`src/hw/rtl/battery_charge_phase_controller_top_assert.svh`:
```
// Assertion macros used by the charge controller top.
`ifndef BATTERY_CHARGE_PHASE_CONTROLLER_TOP_ASSERT_SVH
`define BATTERY_CHARGE_PHASE_CONTROLLER_TOP_ASSERT_SVH

// Same-cycle implication, checked outside reset.
`define BCPC_ASSERT_IMP(lbl, clk, rst_n, ante, cons) \
  lbl: assert property (@(posedge clk) disable iff (!(rst_n)) (ante) |-> (cons)) \
    else $error("bcpc: same-cycle check failed");

// Next-cycle implication, checked outside reset.
`define BCPC_ASSERT_NXT(lbl, clk, rst_n, ante, cons) \
  lbl: assert property (@(posedge clk) disable iff (!(rst_n)) (ante) |=> (cons)) \
    else $error("bcpc: next-cycle check failed");

`endif

```
`src/hw/rtl/bcpc_pkg.sv`:
```
`timescale 1ns / 1ps

package bcpc_pkg;

  // Charge phase codes as reported on the phase output
  typedef enum logic [2:0] {
    PH_STARTUP = 3'd0,
    PH_IDLE    = 3'd1,
    PH_BULK    = 3'd2,
    PH_ABSORB  = 3'd3,
    PH_END     = 3'd4
  } phase_e;

  // Configuration register indexes
  typedef enum logic [2:0] {
    REG_LOW_BATTERY_MV    = 3'd0,
    REG_BULK_VOLTAGE_MV   = 3'd1,
    REG_BULK_CURRENT_MA   = 3'd2,
    REG_BULK_END_MV       = 3'd3,
    REG_ABSORB_VOLTAGE_MV = 3'd4,
    REG_ABSORB_CURRENT_MA = 3'd5,
    REG_ABSORB_END_MA     = 3'd6,
    REG_END_HOLD_TICKS    = 3'd7
  } cfg_reg_e;

  localparam int unsigned CfgIdxW = 3;
  localparam int unsigned ValW    = 16;

  // Reset values of the configuration registers
  localparam logic [ValW-1:0] RstLowBatteryMv    = 16'd13200;
  localparam logic [ValW-1:0] RstBulkVoltageMv   = 16'd14600;
  localparam logic [ValW-1:0] RstBulkCurrentMa   = 16'd8000;
  localparam logic [ValW-1:0] RstBulkEndMv       = 16'd14400;
  localparam logic [ValW-1:0] RstAbsorbVoltageMv = 16'd14400;
  localparam logic [ValW-1:0] RstAbsorbCurrentMa = 16'd6000;
  localparam logic [ValW-1:0] RstAbsorbEndMa     = 16'd2000;
  localparam logic [ValW-1:0] RstEndHoldTicks    = 16'd240;

  // Reset values of the held setpoints
  localparam logic [ValW-1:0] RstVoltageSetpoint = 16'd12000;
  localparam logic [ValW-1:0] RstCurrentLimit    = 16'd500;

  typedef struct packed {
    logic [ValW-1:0] low_battery_mv;
    logic [ValW-1:0] bulk_voltage_mv;
    logic [ValW-1:0] bulk_current_ma;
    logic [ValW-1:0] bulk_end_mv;
    logic [ValW-1:0] absorb_voltage_mv;
    logic [ValW-1:0] absorb_current_ma;
    logic [ValW-1:0] absorb_end_ma;
    logic [ValW-1:0] end_hold_ticks;
  } cfg_t;

  typedef struct packed {
    phase_e          phase;
    logic [ValW-1:0] voltage_setpoint_mv;
    logic [ValW-1:0] current_limit_ma;
    logic            output_on;
    logic            led_level;
    logic            fast_blink;
  } result_t;

endpackage

```
`src/hw/rtl/bcpc_cfg_regs.sv`:
```
`timescale 1ns / 1ps

module bcpc_cfg_regs
  import bcpc_pkg::*;
(
  input  logic               clk_i,
  input  logic               rst_ni,
  input  logic               cfg_we_i,
  input  logic [CfgIdxW-1:0] cfg_idx_i,
  input  logic [ValW-1:0]    cfg_data_i,
  output cfg_t               cfg_o
);

  cfg_t cfg_q;

  // Write one register per enabled cycle
  always_ff @(posedge clk_i or negedge rst_ni) begin
    if (!rst_ni) begin
      cfg_q.low_battery_mv    <= RstLowBatteryMv;
      cfg_q.bulk_voltage_mv   <= RstBulkVoltageMv;
      cfg_q.bulk_current_ma   <= RstBulkCurrentMa;
      cfg_q.bulk_end_mv       <= RstBulkEndMv;
      cfg_q.absorb_voltage_mv <= RstAbsorbVoltageMv;
      cfg_q.absorb_current_ma <= RstAbsorbCurrentMa;
      cfg_q.absorb_end_ma     <= RstAbsorbEndMa;
      cfg_q.end_hold_ticks    <= RstEndHoldTicks;
    end else if (cfg_we_i) begin
      unique case (cfg_reg_e'(cfg_idx_i))
        REG_LOW_BATTERY_MV:    cfg_q.low_battery_mv    <= cfg_data_i;
        REG_BULK_VOLTAGE_MV:   cfg_q.bulk_voltage_mv   <= cfg_data_i;
        REG_BULK_CURRENT_MA:   cfg_q.bulk_current_ma   <= cfg_data_i;
        REG_BULK_END_MV:       cfg_q.bulk_end_mv       <= cfg_data_i;
        REG_ABSORB_VOLTAGE_MV: cfg_q.absorb_voltage_mv <= cfg_data_i;
        REG_ABSORB_CURRENT_MA: cfg_q.absorb_current_ma <= cfg_data_i;
        REG_ABSORB_END_MA:     cfg_q.absorb_end_ma     <= cfg_data_i;
        REG_END_HOLD_TICKS:    cfg_q.end_hold_ticks    <= cfg_data_i;
        default:               ;
      endcase
    end
  end

  assign cfg_o = cfg_q;

endmodule

```
`src/hw/rtl/bcpc_phase_fsm.sv`:
```
`timescale 1ns / 1ps

module bcpc_phase_fsm
  import bcpc_pkg::*;
#(
  parameter int unsigned STARTUP_TICKS = 10
) (
  input  logic            clk_i,
  input  logic            rst_ni,
  input  logic            step_i,
  input  logic [ValW-1:0] measured_mv_i,
  input  logic [ValW-1:0] measured_ma_i,
  input  cfg_t            cfg_i,
  output result_t         result_o
);

  localparam logic [ValW-1:0] StartupTicks = ValW'(STARTUP_TICKS);

  phase_e          phase_q, phase_d;
  logic [ValW-1:0] count_q, count_d;
  logic [ValW-1:0] vset_q, vset_d;
  logic [ValW-1:0] ilim_q, ilim_d;
  logic            led_q, led_d;
  logic            out_on_q, out_on_d;
  logic            fast;
  phase_e          acted;
  logic [ValW-1:0] count_inc;

  assign count_inc = count_q + ValW'(1);

  // Next phase and tick count
  always_comb begin
    phase_d = phase_q;
    count_d = count_q;
    unique case (phase_q)
      PH_STARTUP: begin
        count_d = count_inc;
        if (count_inc >= StartupTicks) begin
          phase_d = PH_BULK;
          count_d = '0;
        end
      end
      PH_BULK: begin
        if (measured_mv_i >= cfg_i.bulk_end_mv) phase_d = PH_ABSORB;
      end
      PH_ABSORB: begin
        if (measured_ma_i < cfg_i.absorb_end_ma) begin
          phase_d = PH_END;
          count_d = '0;
        end
      end
      PH_END: begin
        count_d = count_inc;
        if (count_inc >= cfg_i.end_hold_ticks) begin
          phase_d = PH_IDLE;
          count_d = '0;
        end
      end
      default: begin
        // Idle, and any unused code acting as idle
        phase_d = (measured_mv_i <= cfg_i.low_battery_mv) ? PH_BULK : PH_IDLE;
      end
    endcase
  end

  // Setpoints, output enable, LED and blink flag
  always_comb begin
    vset_d   = vset_q;
    ilim_d   = ilim_q;
    led_d    = led_q;
    out_on_d = out_on_q;
    fast     = 1'b0;
    acted    = phase_q;
    unique case (phase_q)
      PH_STARTUP: begin
        out_on_d = 1'b0;
      end
      PH_BULK: begin
        vset_d   = cfg_i.bulk_voltage_mv;
        ilim_d   = cfg_i.bulk_current_ma;
        out_on_d = 1'b1;
        led_d    = 1'b0;
      end
      PH_ABSORB: begin
        vset_d   = cfg_i.absorb_voltage_mv;
        ilim_d   = cfg_i.absorb_current_ma;
        out_on_d = 1'b1;
        led_d    = ~led_q;
      end
      PH_END: begin
        out_on_d = 1'b0;
        led_d    = 1'b1;
        fast     = 1'b1;
      end
      default: begin
        acted    = PH_IDLE;
        out_on_d = 1'b0;
        led_d    = 1'b1;
      end
    endcase
  end

  // Advance the state on each item
  always_ff @(posedge clk_i or negedge rst_ni) begin
    if (!rst_ni) begin
      phase_q  <= PH_STARTUP;
      count_q  <= '0;
      vset_q   <= RstVoltageSetpoint;
      ilim_q   <= RstCurrentLimit;
      led_q    <= 1'b1;
      out_on_q <= 1'b0;
    end else if (step_i) begin
      phase_q  <= phase_d;
      count_q  <= count_d;
      vset_q   <= vset_d;
      ilim_q   <= ilim_d;
      led_q    <= led_d;
      out_on_q <= out_on_d;
    end
  end

  assign result_o.phase               = acted;
  assign result_o.voltage_setpoint_mv = vset_d;
  assign result_o.current_limit_ma    = ilim_d;
  assign result_o.output_on           = out_on_d;
  assign result_o.led_level           = led_d;
  assign result_o.fast_blink          = fast;

endmodule

```
`src/hw/rtl/battery_charge_phase_controller_top.sv`:
```
`timescale 1ns / 1ps
//  channel  | valid        | stall       | payload
//  input    | in_valid_i   | in_stall_o  | measured_mv_i, measured_ma_i
//  result   | out_valid_o  | out_stall_i | phase_o, voltage_setpoint_mv_o, current_limit_ma_o,
//           |              |             | output_on_o, led_level_o, fast_blink_o
//
//  One item per cycle sustained while out_stall_i is low; an item passes the input register
//  and then the result register. The phase machine steps when an item moves from the input
//  register into the result register, so one item is one charge tick.
//  Reset clears valid flags, count, enable; sets startup phase, LED high and reset setpoints.
//  A stalled result holds; the input register still takes an item while it is empty.

module battery_charge_phase_controller_top
  import bcpc_pkg::*;
#(
  parameter int unsigned STARTUP_TICKS = 10
) (
  input  logic               clk_i,
  input  logic               rst_ni,
  input  logic               cfg_we_i,
  input  logic [CfgIdxW-1:0] cfg_idx_i,
  input  logic [ValW-1:0]    cfg_data_i,
  input  logic               in_valid_i,
  output logic               in_stall_o,
  input  logic [ValW-1:0]    measured_mv_i,
  input  logic [ValW-1:0]    measured_ma_i,
  output logic               out_valid_o,
  input  logic               out_stall_i,
  output logic [2:0]         phase_o,
  output logic [ValW-1:0]    voltage_setpoint_mv_o,
  output logic [ValW-1:0]    current_limit_ma_o,
  output logic               output_on_o,
  output logic               led_level_o,
  output logic               fast_blink_o
);

`include "battery_charge_phase_controller_top_assert.svh"

  cfg_t            cfg;
  result_t         fsm_result;
  result_t         result_q;
  logic            in_valid_q;
  logic [ValW-1:0] mv_q;
  logic [ValW-1:0] ma_q;
  logic            out_valid_q;
  logic            out_free;
  logic            advance;

  bcpc_cfg_regs u_cfg (
    .clk_i      (clk_i),
    .rst_ni     (rst_ni),
    .cfg_we_i   (cfg_we_i),
    .cfg_idx_i  (cfg_idx_i),
    .cfg_data_i (cfg_data_i),
    .cfg_o      (cfg)
  );

  // Handshake: result slot frees when empty or taken; input moves when slot frees
  assign out_free   = !out_valid_q || !out_stall_i;
  assign advance    = in_valid_q && out_free;
  assign in_stall_o = in_valid_q && !out_free;

  // Input register
  always_ff @(posedge clk_i or negedge rst_ni) begin
    if (!rst_ni) begin
      in_valid_q <= 1'b0;
    end else if (!in_stall_o) begin
      in_valid_q <= in_valid_i;
    end
  end

  always_ff @(posedge clk_i) begin
    if (!in_stall_o && in_valid_i) begin
      mv_q <= measured_mv_i;
      ma_q <= measured_ma_i;
    end
  end

  bcpc_phase_fsm #(
    .STARTUP_TICKS (STARTUP_TICKS)
  ) u_fsm (
    .clk_i         (clk_i),
    .rst_ni        (rst_ni),
    .step_i        (advance),
    .measured_mv_i (mv_q),
    .measured_ma_i (ma_q),
    .cfg_i         (cfg),
    .result_o      (fsm_result)
  );

  // Result register
  always_ff @(posedge clk_i or negedge rst_ni) begin
    if (!rst_ni) begin
      out_valid_q <= 1'b0;
    end else if (out_free) begin
      out_valid_q <= in_valid_q;
    end
  end

  always_ff @(posedge clk_i) begin
    if (advance) begin
      result_q <= fsm_result;
    end
  end

  assign out_valid_o           = out_valid_q;
  assign phase_o               = result_q.phase;
  assign voltage_setpoint_mv_o = result_q.voltage_setpoint_mv;
  assign current_limit_ma_o    = result_q.current_limit_ma;
  assign output_on_o           = result_q.output_on;
  assign led_level_o           = result_q.led_level;
  assign fast_blink_o          = result_q.fast_blink;

  // Checks on phase outputs and the stage handshake
  `BCPC_ASSERT_IMP(a_on_only_charging, clk_i, rst_ni, out_valid_o && output_on_o, phase_o == PH_BULK || phase_o == PH_ABSORB)
  `BCPC_ASSERT_IMP(a_blink_in_end, clk_i, rst_ni, out_valid_o && fast_blink_o, phase_o == PH_END && !output_on_o && led_level_o)
  `BCPC_ASSERT_IMP(a_stall_cause, clk_i, rst_ni, in_stall_o, out_valid_o && out_stall_i)
  `BCPC_ASSERT_NXT(a_advance_shows, clk_i, rst_ni, advance, out_valid_o)

endmodule

```
`config.mk`:
```
export PLATFORM = sky130hd
export DESIGN_NAME = battery_charge_phase_controller_top
export DESIGN_NICKNAME = d
export VERILOG_FILES = /design/src/hw/rtl/bcpc_pkg.sv /design/src/hw/rtl/bcpc_cfg_regs.sv /design/src/hw/rtl/bcpc_phase_fsm.sv /design/src/hw/rtl/battery_charge_phase_controller_top.sv
export VERILOG_INCLUDE_DIRS = /design/src /design/src/hw/rtl
export SDC_FILE = /design/constraint.sdc
export NUM_CORES = 1
export LEC_CHECK = 0
export ABC_AREA = 0
export BUFFER_PORTS_ARGS = -buffer_cell sky130_fd_sc_hd__buf_4
export CAP_MARGIN = 10
export CORE_ASPECT_RATIO = 1.1
export CORE_MARGIN = 8
export CORE_UTILIZATION = 40
export DETAILED_ROUTE_END_ITERATION = 7
export GPL_ROUTABILITY_DRIVEN = 0
export GPL_TIMING_DRIVEN = 0
export PLACE_DENSITY = 0.65
export SLEW_MARGIN = 25
export SYNTH_ARGS = -nofsm -noshare
export SYNTH_HDL_FRONTEND = slang
export SYNTH_SLANG_ARGS = --single-unit
export TNS_END_PERCENT = 1
```
`constraint.sdc`:
```
create_clock -name clk_i -period 9.86 [get_ports clk_i]
set_clock_uncertainty 0.2 [all_clocks]
set_input_delay 2.465 -clock clk_i [delete_from_list [all_inputs] [get_ports clk_i]]
set_output_delay 2.465 -clock clk_i [all_outputs]
set_load 0.02 [all_outputs]
```
==> metrics.log, run 1 <==
INFO  metric cts-buffers-inserted = 27
INFO  metric worst_setup_hold_path_clk_slew = 0.06 ns
INFO  metric power.share.sequential = 42.8%
INFO  metric die_h = 197 um
INFO  metric dr_total_vias = 7607
INFO  metric fp-row-count = 66
INFO  metric grt_pass1_wl = 43100 um
INFO  metric cp.buffers_inverters = 3
INFO  metric dieArea = 0.0356 sq mm
INFO  metric final_hold_violations = 0
INFO  metric drt.antenna.violating_nets = 0
INFO  metric ys_warn_count = 0
INFO  metric clockBufferDepth = 3
INFO  metric hold_path.class = register to register
INFO  metric critical_path.top_delay_family = buffers and inverters
INFO  metric report.final.setup_viol = 0
INFO  metric setup_fix_bufs_post_cts = 0
INFO  metric post-synth-top-count-cell = mux2_2
INFO  metric ioPinCount = 96
INFO  metric synth.avg_cell_area = 12.5 sq um
INFO  metric part_of_the_cycle_the_worst_path_needs = 56.3%
INFO  metric share_of_cells_above_drive_strength_1 = 33.0%
INFO  metric fin_area = 0.0141 sq mm
INFO  metric fraction_of_the_mapped_netlist_area_in_compound_gates = 7.56%
INFO  metric critical_path.endpoint_type = output port
INFO  metric ctsResizeCount = 0
INFO  metric top_fanout_value_on_the_critical_path = 3
INFO  metric synth_xor_xnor_area_share = 1.25%
INFO  metric initial_antenna_violation_count = 0
INFO  metric share_clk_of_total_power = 29.0%
INFO  metric layout.nets = 1196
INFO  metric yosysUniqueCellTypes = 64
INFO  metric worst_pin_slew = 0.875 ns
INFO  metric grt_pass1_vias = 7786
INFO  metric drtPass1Iterations = 4
INFO  metric cts.htree.levels = 1
INFO  metric synth_simple_gate_area_share = 7.23%
INFO  metric synth-seq-cells = 252
INFO  metric synth.top_cell.area_share = 26.5%
INFO  metric netSwitchingPower = 1.11 mW
INFO  metric antenna_cells_inserted = 0
INFO  metric synth_top_family_by_area = multiplexers
INFO  metric timing.setup.critical_path_class = input port to output port
INFO  metric ctsHoldBuffers = 0
INFO  metric required = 7.20 ns
INFO  metric postRouteWirelength = 26900 um
INFO  metric area_share_of_fa_ha_maj_cells_after_synthesis = 6.72%
INFO  metric drt_iter0_markers = 326
INFO  metric max-slew-margin-rel = 41.6%
INFO  metric insertion_delay = 0.55 ns
INFO  metric critical_path.cell_chain = buf_4 > nand3_1 > inv_1 > buf_4
INFO  metric worst_setup_path_startpoint = out_stall_i
INFO  metric floorplan.initialDensity = 40.4%
INFO  metric synth.top_cells.by_area = dfrtp_1 26%, edfxtp_1 18%, mux2_2 14%
INFO  metric netlist_instances = 953
INFO  metric max_cap_violations = 0
INFO  metric post-route-min-period = 5.55 ns
INFO  metric synth_largest_area_cell = dfrtp_1
INFO  metric die_w = 181 um
INFO  metric ys.flop_type = dfrtp_1
INFO  metric hold_path.startpoint = in_valid_q$_DFFE_PN0N_
INFO  metric viasPerCell = 5.17
INFO  metric r2r-start = u_fsm.count_q[0]$_DFFE_PN0P_
INFO  metric grt_start_max_net_pins = 90
INFO  metric pwr-share-comb = 28.2%
INFO  metric post-layout-total-power = 3.56 mW
INFO  metric timing.critical_path.mode_cell = buf_4
INFO  metric r2r_setup_slack = 5.66 ns
INFO  metric totalNegativeSetupSlack = 0 ns
INFO  metric core_region_area = 0.0295 sq mm
INFO  metric port_buffers = 91
INFO  metric ys_top_cells_by_count = 146 x mux2_2, 126 x dfrtp_1, 86 x nand2_1
INFO  metric post_place_instance_area = 0.0132 sq mm
INFO  metric setup_slack = 4.31 ns
INFO  metric synthesized_netlist_net_count = 1073
INFO  metric wl_per_instance = 18.3 um
INFO  metric synth_edf_count = 70
INFO  metric grt_overflow_total = 0
INFO  metric power.ir.vdd_worst = 0.169 mV
INFO  metric synth-seq-area-share = 56.4%
INFO  metric post-route-drc-count = 0
INFO  metric cts.root.buffer_cell = clkbuf_16
INFO  metric grt_use_total = 15.2%
INFO  metric powerDensity = 253 mW/mm^2
INFO  metric tritoncts = built
INFO  metric grt_setup_unrepaired = false
INFO  metric sort_of_element_at_the_start_of_the_critical_path = input port
INFO  metric flow.area_growth_from_synthesis = 18.3%
INFO  metric crit_path_max_incr_delay = 0.15 ns
INFO  metric timing.critical_path.arrival = 2.89 ns
INFO  metric detailedPlace.worstSlack = 4.30 ns
INFO  metric leakage_power = 6.11 nW
INFO  metric status = complete, no violations
INFO  metric p_int = 2.46 mW
INFO  metric ys_async_sr_fraction = 72.2%
INFO  metric syn_area = 0.0119 sq mm
INFO  metric p_sw_share = 31.1%
INFO  metric clock_sinks = 252
INFO  metric multiplexer_share_of_the_synthesized_area = 16.9%
INFO  metric achievable_frequency = 0.180 GHz
INFO  metric report.final.slew_viol_count = 0
INFO  metric slowest_stage = buf_4
INFO  metric dp.final_hpwl = 19200 um
state kept, by name, indices dropped and copies added (netlist names):
signal and count:
phase_o 3, u_cfg.cfg_o 128, u_fsm.led_q 1, mv_q 16, u_fsm.count_q 16, ma_q 16
u_fsm.phase_q 3, led_level_o 1, current_limit_ma_o 16, u_fsm.vset_q 16, u_fsm.ilim_q 16, in_valid_q 1
out_valid_o 1, output_on_o 1, voltage_setpoint_mv_o 16, fast_blink_o 1
final timing paths:
| kind | end | depth (start not counted) |
|---|---|---|
| min in group asynchronous | u_fsm.ilim_q[1]$_DFFE_PN0P_ | 1 |
| max in group asynchronous | u_cfg.cfg_o[124]$_DFFE_PN1P_ | 3 |
| setup reg to reg | u_fsm.phase_q[0]$_DFFE_PN0P_ | 12 |
| setup / recovery | in_stall_o | 4 |
| hold / removal | out_valid_o$_DFFE_PN0N_ | 1 |
| hold reg to reg | out_valid_o$_DFFE_PN0N_ | 1 |
logic make-up (layout without fill, tap and decap cells):
logic type / Yosys count / count (layout)
AO/OA/AOI/OAI: 142 / 142
XOR/XNOR: 17 / 17
adder cells (fa/ha/maj): 64 / 64
buffers and inverters: 118 / 262
flip-flops: 252 / 252
multiplexers: 182 / 182
AND/OR/NAND/NOR: 178 / 178
worst reg2reg max path: stages (launching register included):
cell,delay [ns]
dfrtp_1,0.51
ha_1,0.35
and2_1,0.26
nand4_1,0.17
xnor2_1,0.20
ha_1,0.20
or4_1,0.50
a221o_1,0.29
a41oi_2,0.19
o21ai_1,0.11
a211oi_2,0.50
and4b_4,0.30
mux2_4,0.29
layout by cell type (no fill, tap or decap), types with 5 or more instances in the layout:
cell | Yosys | routed
dfrtp_1 | 126 | 126
dfstp_2 | 56 | 56
o21a_1 | 5 | 5
a31oi_1 | 6 | 6
mux2i_1 | 35 | 35
nand4_1 | 13 | 13
a21o_1 | 6 | 6
ha_1 | 64 | 64
mux2_2 | 146 | 146
buf_4 | 3 | 93
inv_1 | 76 | 76
a21oi_1 | 13 | 13
buf_2 | 5 | 6
and4_1 | 6 | 6
o211ai_1 | 5 | 5
nor3_1 | 12 | 11
clkbuf_16 | 0 | 30
nand3_1 | 12 | 12
edfxtp_1 | 70 | 70
o21ai_0 | 69 | 69
nor2b_1 | 5 | 5
xor2_1 | 6 | 6
o22ai_1 | 5 | 5
nand2b_1 | 6 | 6
nor2_1 | 17 | 17
xnor2_1 | 11 | 11
clkbuf_1 | 26 | 31
nand2_1 | 86 | 86
final cells by class:
class / count / area [sq um]
fill: 2557 / 15400
sequential: 252 / 6730
multi-input combinational: 583 / 4740
clock buffer: 39 / 825
timing repair buffer: 94 / 766
tap: 374 / 468
inverter: 77 / 289
buffer: 41 / 181
clock inverter: 11 / 100
per-layer routing:
| layer | vias to the layer above | global-route usage [%] | wire length [um] |
|---|---|---|---|
| li1 | 3663 | - | - |
| met1 | 3757 | 19.4 | 12000 |
| met2 | 140 | 25.7 | 12900 |
| met3 | 47 | 2.58 | 1070 |
| met4 | 0 | 5.73 | 914 |
| met5 | - | 0 | 0 |
power by group through the flow:
stage | Sequential, mW | Combinational, mW | Clock [mW]
5_1_grt | 1.56 | 1.12 | 1.10
4_1_cts | 1.53 | 1.02 | 1.05
2_1_floorplan | 1.58 | 0.620 | 0
6_report | 1.53 | 1.00 | 1.03
3_3_place_gp | 1.53 | 0.988 | 0
3_5_place_dp | 1.55 | 1.02 | 0
through the flow:
stage                     hold WS, ns  std cells  util [%]
after floorplan                 0.257        953         -
after global placement          0.270       1418      44.3
after detailed placement        0.282       1421      44.7
after CTS                       0.288       1471      47.8
after global routing            0.316       1471      47.8
final                           0.290       1471      47.8
Note: power is estimated with default switching activity, not from simulation.
==> run 2, diff against run 1 <==
Settings changed: PLACE_DENSITY 0.65 to 0.67.
Clock period 9.86 ns to 4.85 ns, I/O delays scaled along.
==> run 2 against run 1 <==
  * Utilization shrank 0.29 points
  * Die area is the same
  * Clock power grew 89%
  * Via count grew 0.12%
  * Wire length grew 0.48%
  * Count of clock-buffer cells in the layout grew 2
  * Total power grew 99%
  * Global-route usage shrank 0.055 points
  * Register-to-register slack lost 5.1 ns
  * Non-clock buffer count is the same
  * Cell count is the same
  * Flip-flop and latch count is the same
  * Critical path type is now register to register
  * Largest power group unchanged
==> metrics.log, run 2 (synthesis gave the netlist of run 1 again) <==
INFO  metric status = complete, no violations
INFO  metric largest_register_ff_count = 128
INFO  metric setup_fix_bufs_post_cts = 0
INFO  metric grt_setup_unrepaired = false
INFO  metric achievable_frequency = 0.234 GHz
INFO  metric hold_path.startpoint = in_valid_q$_DFFE_PN0N_
INFO  metric drt_iter0_markers = 313
INFO  metric floorplan.initialDensity = 40.4%
INFO  metric viasPerCell = 5.18
INFO  metric post-layout-total-power = 7.10 mW
INFO  metric drt.antenna.violating_nets = 0
INFO  metric dr_total_vias = 7616
INFO  metric most-common-layout-cells = 146 x mux2_2, 126 x dfrtp_1, 93 x buf_4
INFO  metric dp.final_hpwl = 19300 um
INFO  metric grt_overflow_total = 0
INFO  metric grt_pass1_wl = 43200 um
INFO  metric flow.area_growth_from_synthesis = 17.5%
INFO  metric r2r_end = u_fsm.count_q[10]$_DFFE_PN0P_
INFO  metric wl_per_instance = 18.4 um
INFO  metric die_w = 181 um
INFO  metric power.ir.vdd_worst = 0.315 mV
INFO  metric cts.htree.levels = 1
INFO  metric powerDensity = 507 mW/mm^2
INFO  metric max-slew-margin-rel = 42.1%
INFO  metric layout.nets = 1196
INFO  metric holdPathEnd = out_valid_o$_DFFE_PN0N_
INFO  metric initial_antenna_violation_count = 0
INFO  metric post-route-min-period = 4.28 ns
INFO  metric antenna_cells_inserted = 0
INFO  metric insertion_delay = 0.54 ns
INFO  metric r2r_setup_slack = 0.57 ns
INFO  metric critical_path.endpoint_type = register
INFO  metric fp-row-count = 66
INFO  metric die_h = 197 um
INFO  metric ioPinCount = 96
INFO  metric worst_setup_hold_path_clk_slew = 0.06 ns
INFO  metric worst_pin_slew = 0.869 ns
INFO  metric timing.critical_path.arrival = 4.45 ns
INFO  metric post-route-drc-count = 0
INFO  metric grt_start_max_net_pins = 90
INFO  metric report.final.slew_viol_count = 0
INFO  metric part_of_the_cycle_the_worst_path_needs = 88.2%
INFO  metric tritoncts = built
INFO  metric numPlacedInstances = 1421
INFO  metric leading_cell_type_in_the_layout_fill_and_taps_excluded = mux2_2
INFO  metric ctsHoldBuffers = 0
INFO  metric cts-buffers-inserted = 27
INFO  metric final_hold_violations = 0
INFO  metric r2r-start = u_fsm.count_q[0]$_DFFE_PN0P_
INFO  metric hold_path.class = register to register
INFO  metric totalNegativeSetupSlack = 0 ns
INFO  metric timing.setup.critical_path_class = register to register
INFO  metric max_cap_violations = 0
INFO  metric ctsResizeCount = 0
INFO  metric drtPass1Iterations = 4
INFO  metric share_of_cells_above_drive_strength_1 = 32.3%
INFO  metric grt_use_total = 15.1%
INFO  metric r2r_cells = 13
INFO  metric cts.root.buffer_cell = clkbuf_16
INFO  metric report.final.setup_viol = 0
INFO  metric dieArea = 0.0356 sq mm
INFO  metric n_fill_cell = 2587
INFO  metric clock_sinks = 252
INFO  metric clockBufferDepth = 3
INFO  metric grt_pass1_vias = 7866
INFO  metric postRouteWirelength = 27000 um
INFO  metric top_fanout_value_on_the_critical_path = 8
INFO  metric port_buffers = 91
INFO  metric min_delay_path_depth = 1
INFO  metric required = 5.02 ns
INFO  metric core_region_area = 0.0295 sq mm
INFO  metric sort_of_element_at_the_start_of_the_critical_path = register
INFO  metric leakage_power = 6.08 nW
INFO  metric instances_no_fill = 1471
[run 2: cell types whose count changed in the layout (fill, tap and decap cells not counted)]
cell        previous run  this run
clkbuf_1              31        37
clkbuf_16             30        27
clkbuf_8               4         3
clkinv_1               2         4
clkinv_2               4         3
clkinvlp_4             3         0
[run 2: cell type report]
type / instances / area (sq um) / share of cell area (%)
inverters: 77 / 289 / 2.06
repair buffers: 94 / 766 / 5.47
well taps: 374 / 468 / 3.34
clock inverters: 9 / 80.1 / 0.572
multi-input cells: 583 / 4740 / 33.8
flip-flops and latches: 252 / 6730 / 48.0
plain buffers: 41 / 181 / 1.30
clock buffers: 41 / 758 / 5.41
[run 2: how the worst max path moves through the flow]
stage	startpoint	endpoint	depth (start not counted)
3_5_place_dp	u_fsm.count_q[0]$_DFFE_PN0P_	u_fsm.phase_q[0]$_DFFE_PN0P_	12
3_3_place_gp	out_stall_i	u_fsm.ilim_q[12]$_DFFE_PN0P_	6
2_1_floorplan	out_stall_i	u_fsm.ilim_q[10]$_DFFE_PN0P_	5
5_1_grt	u_fsm.count_q[2]$_DFFE_PN0P_	u_fsm.count_q[10]$_DFFE_PN0P_	14
6_report	u_fsm.count_q[0]$_DFFE_PN0P_	u_fsm.count_q[10]$_DFFE_PN0P_	13
4_1_cts	u_fsm.count_q[0]$_DFFE_PN0P_	u_fsm.count_q[10]$_DFFE_PN0P_	13
[run 2: routing by layer]
layer	track usage, %	up-vias	share of wire, %
li1	-	3641	-
met1	19.7	3791	45
met2	26.7	152	50
met3	1.95	32	3.5
met4	3.40	0	1.6
met5	0	-	0
[run 2: stage by stage]
stage	util, %	setup WS [ns]	hold WS (ns)	area (sq um)
final	47.5	0.572	0.278	14000
after CTS	47.5	0.661	0.281	14000
after floorplan	-	1.23	0.257	11900
after global placement	44.3	0.256	0.269	13100
after global routing	47.5	0.244	0.317	14000
after detailed placement	44.7	0.701	0.275	13200
[run 2: critical path: stages (launching register included)]
cell and delay, ns:
dfrtp_1 0.50, ha_1 0.35, and2_1 0.27, nand2_1 0.13
nor3_1 0.27, xnor2_1 0.16, ha_1 0.31, and4_1 0.24
o2111ai_1 0.16, o2bb2ai_1 0.20, nor4_1 0.27, a211oi_2 0.17
nor3_1 0.69, o21ai_0 0.21
[run 2: power by group]
group          total, mW  internal [mW]  switching, mW
registers           3.10           2.87          0.234
logic               2.05          0.885           1.16
clock network       1.95           1.13          0.817
==> run 3, diff against run 2 <==
Settings changed: PLACE_DENSITY 0.67 to 0.65, SYNTH_HIERARCHICAL set to 1.
Clock period 4.85 ns to 4.93 ns, I/O delays scaled along.
==> run 3 against run 2 <==
  * Maximum frequency rose by 0.36%
  * Register-to-register slack improved by 0.096 ns
  * Sequential power rose by 2%
  * Non-clock buffer count rose by 7
  * Synthesized cell count rose by 0.21%
  * Die area rose by 3.1%
  * Combinational power rose by 22%
  * Clock power barely moved
  * Total power rose by 7.6%
  * Via count rose by 0.92%
  * Largest cell class unchanged
==> metrics.log, run 3 <==
INFO  metric status = complete, no violations
INFO  metric synth.top_cells.by_area = dfrtp_1 26%, edfxtp_1 17%, mux2_2 14%
INFO  metric core_region_area = 0.0304 sq mm
INFO  metric critical_path.cell_chain = ha_1 > nand4_4 > nor2_1 > nand3_1 > xnor2_1 > ha_1 > and4_1 > and2_1 > o2111ai_1 > o311ai_1 > nor2_1 > nor2_2 > o221ai_1
INFO  metric post-synth-top-count-cell = mux2_2
INFO  metric crit_path_max_incr_delay = 0.73 ns
INFO  metric viasPerCell = 5.08
INFO  metric timing.critical_path.arrival = 4.50 ns
INFO  metric wl_per_instance = 18.2 um
INFO  metric synth.avg_cell_area = 12.9 sq um
INFO  metric part_of_the_cycle_the_worst_path_needs = 86.5%
INFO  metric timing.setup.critical_path_class = register to register
INFO  metric drt_iter0_markers = 345
INFO  metric floorplan.initialDensity = 40.5%
INFO  metric post-route-min-period = 4.26 ns
INFO  metric netlist_instances = 955
INFO  metric ys_warn_count = 6
INFO  metric ioPinCount = 96
INFO  metric cts.htree.levels = 1
INFO  metric flow.area_growth_from_synthesis = 17.8%
INFO  metric grt_overflow_total = 0
INFO  metric power.ir.vdd_worst = 0.401 mV
INFO  metric share_of_cells_above_drive_strength_1 = 36.2%
INFO  metric report.final.setup_viol = 0
INFO  metric post_place_instance_area = 0.0137 sq mm
INFO  metric most-common-layout-cells = 150 x mux2_2, 126 x dfrtp_1, 96 x buf_4
INFO  metric critical_path.top_delay_family = simple AND/OR/NAND/NOR gates
INFO  metric slowest_stage = nor2_1
INFO  metric cp.buffers_inverters = 0
INFO  metric leakage_power = 6.28 nW
INFO  metric ys_top_cells_by_count = 150 x mux2_2, 126 x dfrtp_1, 78 x inv_1
INFO  metric ctsResizeCount = 0
INFO  metric instances_no_fill = 1512
INFO  metric max-slew-margin-rel = 35.8%
INFO  metric ys_async_sr_fraction = 72.2%
INFO  metric clock_sinks = 252
INFO  metric powerDensity = 526 mW/mm^2
INFO  metric detailedPlace.worstSlack = 0.716 ns
INFO  metric setup_fix_bufs_post_cts = 0
INFO  metric antenna_cells_inserted = 0
INFO  metric cts.root.buffer_cell = clkbuf_16
INFO  metric grt_start_max_net_pins = 96
INFO  metric fin_area = 0.0145 sq mm
INFO  metric layout.nets = 1198
INFO  metric clockBufferDepth = 3
INFO  metric initial_antenna_violation_count = 0
INFO  metric synth-seq-area-share = 54.6%
INFO  metric dr_total_vias = 7686
INFO  metric grt_pass1_wl = 44700 um
INFO  metric report.final.slew_viol_count = 0
INFO  metric cts-buffers-inserted = 26
INFO  metric worst_pin_slew = 0.964 ns
INFO  metric insertion_delay = 0.53 ns
INFO  metric die_w = 183 um
INFO  metric grt_setup_unrepaired = false
INFO  metric required = 5.17 ns
INFO  metric grt_pass1_vias = 8079
INFO  metric yosysUniqueCellTypes = 71
INFO  metric dieArea = 0.0367 sq mm
INFO  metric synthesized_netlist_net_count = 1075
INFO  metric n_fill_cell = 2722
INFO  metric synth_edf_count = 70
INFO  metric grt_use_total = 15.1%
INFO  metric hold_slack_final = 0.298 ns
INFO  metric synth_largest_area_cell = dfrtp_1
INFO  metric fp-row-count = 67
INFO  metric hold_path.class = register to register
INFO  metric final_hold_violations = 0
INFO  metric achievable_frequency = 0.235 GHz
INFO  metric top_fanout_value_on_the_critical_path = 9
INFO  metric critical_path.endpoint_type = register
INFO  metric largest_register_ff_count = 128
INFO  metric syn_area = 0.0123 sq mm
INFO  metric setup_slack = 0.668 ns
INFO  metric post-route-drc-count = 0
INFO  metric worst_setup_hold_path_clk_slew = 0.06 ns
INFO  metric numPlacedInstances = 1464
INFO  metric drt.antenna.violating_nets = 0
INFO  metric dp.final_hpwl = 19400 um
INFO  metric sort_of_element_at_the_start_of_the_critical_path = register
INFO  metric synth.top_cell.area_share = 25.6%
INFO  metric ctsHoldBuffers = 0
INFO  metric port_buffers = 91
INFO  metric die_h = 200 um
INFO  metric postRouteWirelength = 27600 um
INFO  metric tritoncts = built
INFO  metric drtPass1Iterations = 4
INFO  metric synth-seq-cells = 252
INFO  metric leading_cell_type_in_the_layout_fill_and_taps_excluded = mux2_2
INFO  metric ys.flop_type = dfrtp_1
INFO  metric max_cap_violations = 0
run 3: cell types whose count changed after synthesis, sizes merged, moves of 11 or more:
cell,delta
nand2,-50
o21ai,-50
nor2,+36
a21oi,+31
buf,+20
clkbuf,-14
mux2,+13
o211ai,+11
run 3: cell type report:
class | instances | area, sq um | share of cell area, %
Tap cell | 414 | 518 | 3.57
Clock inverter | 7 | 63.8 | 0.439
Sequential cell | 252 | 6730 | 46.3
Inverter | 78 | 293 | 2.02
Buffer | 47 | 309 | 2.13
Multi-Input combinational cell | 578 | 5010 | 34.5
Clock buffer | 41 | 801 | 5.51
Timing Repair Buffer | 95 | 801 | 5.51
run 3: per-layer routing:
layer	part of all wire, %	up-vias	GRT usage, %
met1	45	3851	20.4
met4	1.1	0	3.23
li1	-	3676	-
met3	4.3	22	2.12
met5	0	-	0
met2	49	137	25.5
run 3: cell families after synthesis:
kind of cell	Yosys count	share of synthesized area (%)
simple gates	167	7.53
fa+ha+maj	64	6.50
mux	194	17.7
xor+xnor	16	1.25
flops	252	54.6
buf+inv	125	4.88
compound gates	137	7.60
run 3: power breakdown:
part | switching [mW] | internal (mW) | total (mW) | leakage (nW)
Combinational | 1.41 | 1.09 | 2.50 | 3.08
Clock | 0.802 | 1.17 | 1.97 | 0.416
Sequential | 0.270 | 2.90 | 3.17 | 2.78
run 3: worst paths after layout:
| kind | from | endpoint | depth (start not counted) | slack (ns) |
|---|---|---|---|---|
| worst max register to register | u_fsm/count_q[0]$_DFFE_PN0P_ | u_fsm/count_q[2]$_DFFE_PN0P_ | 13 | 0.67 |
| worst min register to register | u_cfg/cfg_o[16]$_DFFE_PN0P_ | u_cfg/cfg_o[16]$_DFFE_PN0P_ | 1 | 0.30 |
| worst min-delay path | u_cfg/cfg_o[16]$_DFFE_PN0P_ | u_cfg/cfg_o[16]$_DFFE_PN0P_ | 1 | 0.30 |
| worst max-delay path | u_fsm/count_q[0]$_DFFE_PN0P_ | u_fsm/count_q[2]$_DFFE_PN0P_ | 13 | 0.67 |
| min in group asynchronous | rst_ni | u_cfg/cfg_o[69]$_DFFE_PN0P_ | 2 | 0.52 |
| max in group asynchronous | rst_ni | u_cfg/cfg_o[41]$_DFFE_PN1P_ | 3 | 3.17 |
run 3: stage by stage:
stage          TNS [ns]  utilization (%)  power (mW)
2_1_floorplan         0                -        4.85
3_3_place_gp     -84.00             44.5        5.61
3_5_place_dp          0             44.9        5.70
4_1_cts               0             47.7        7.72
5_1_grt               0             47.7        8.11
6_report              0             47.7        7.64
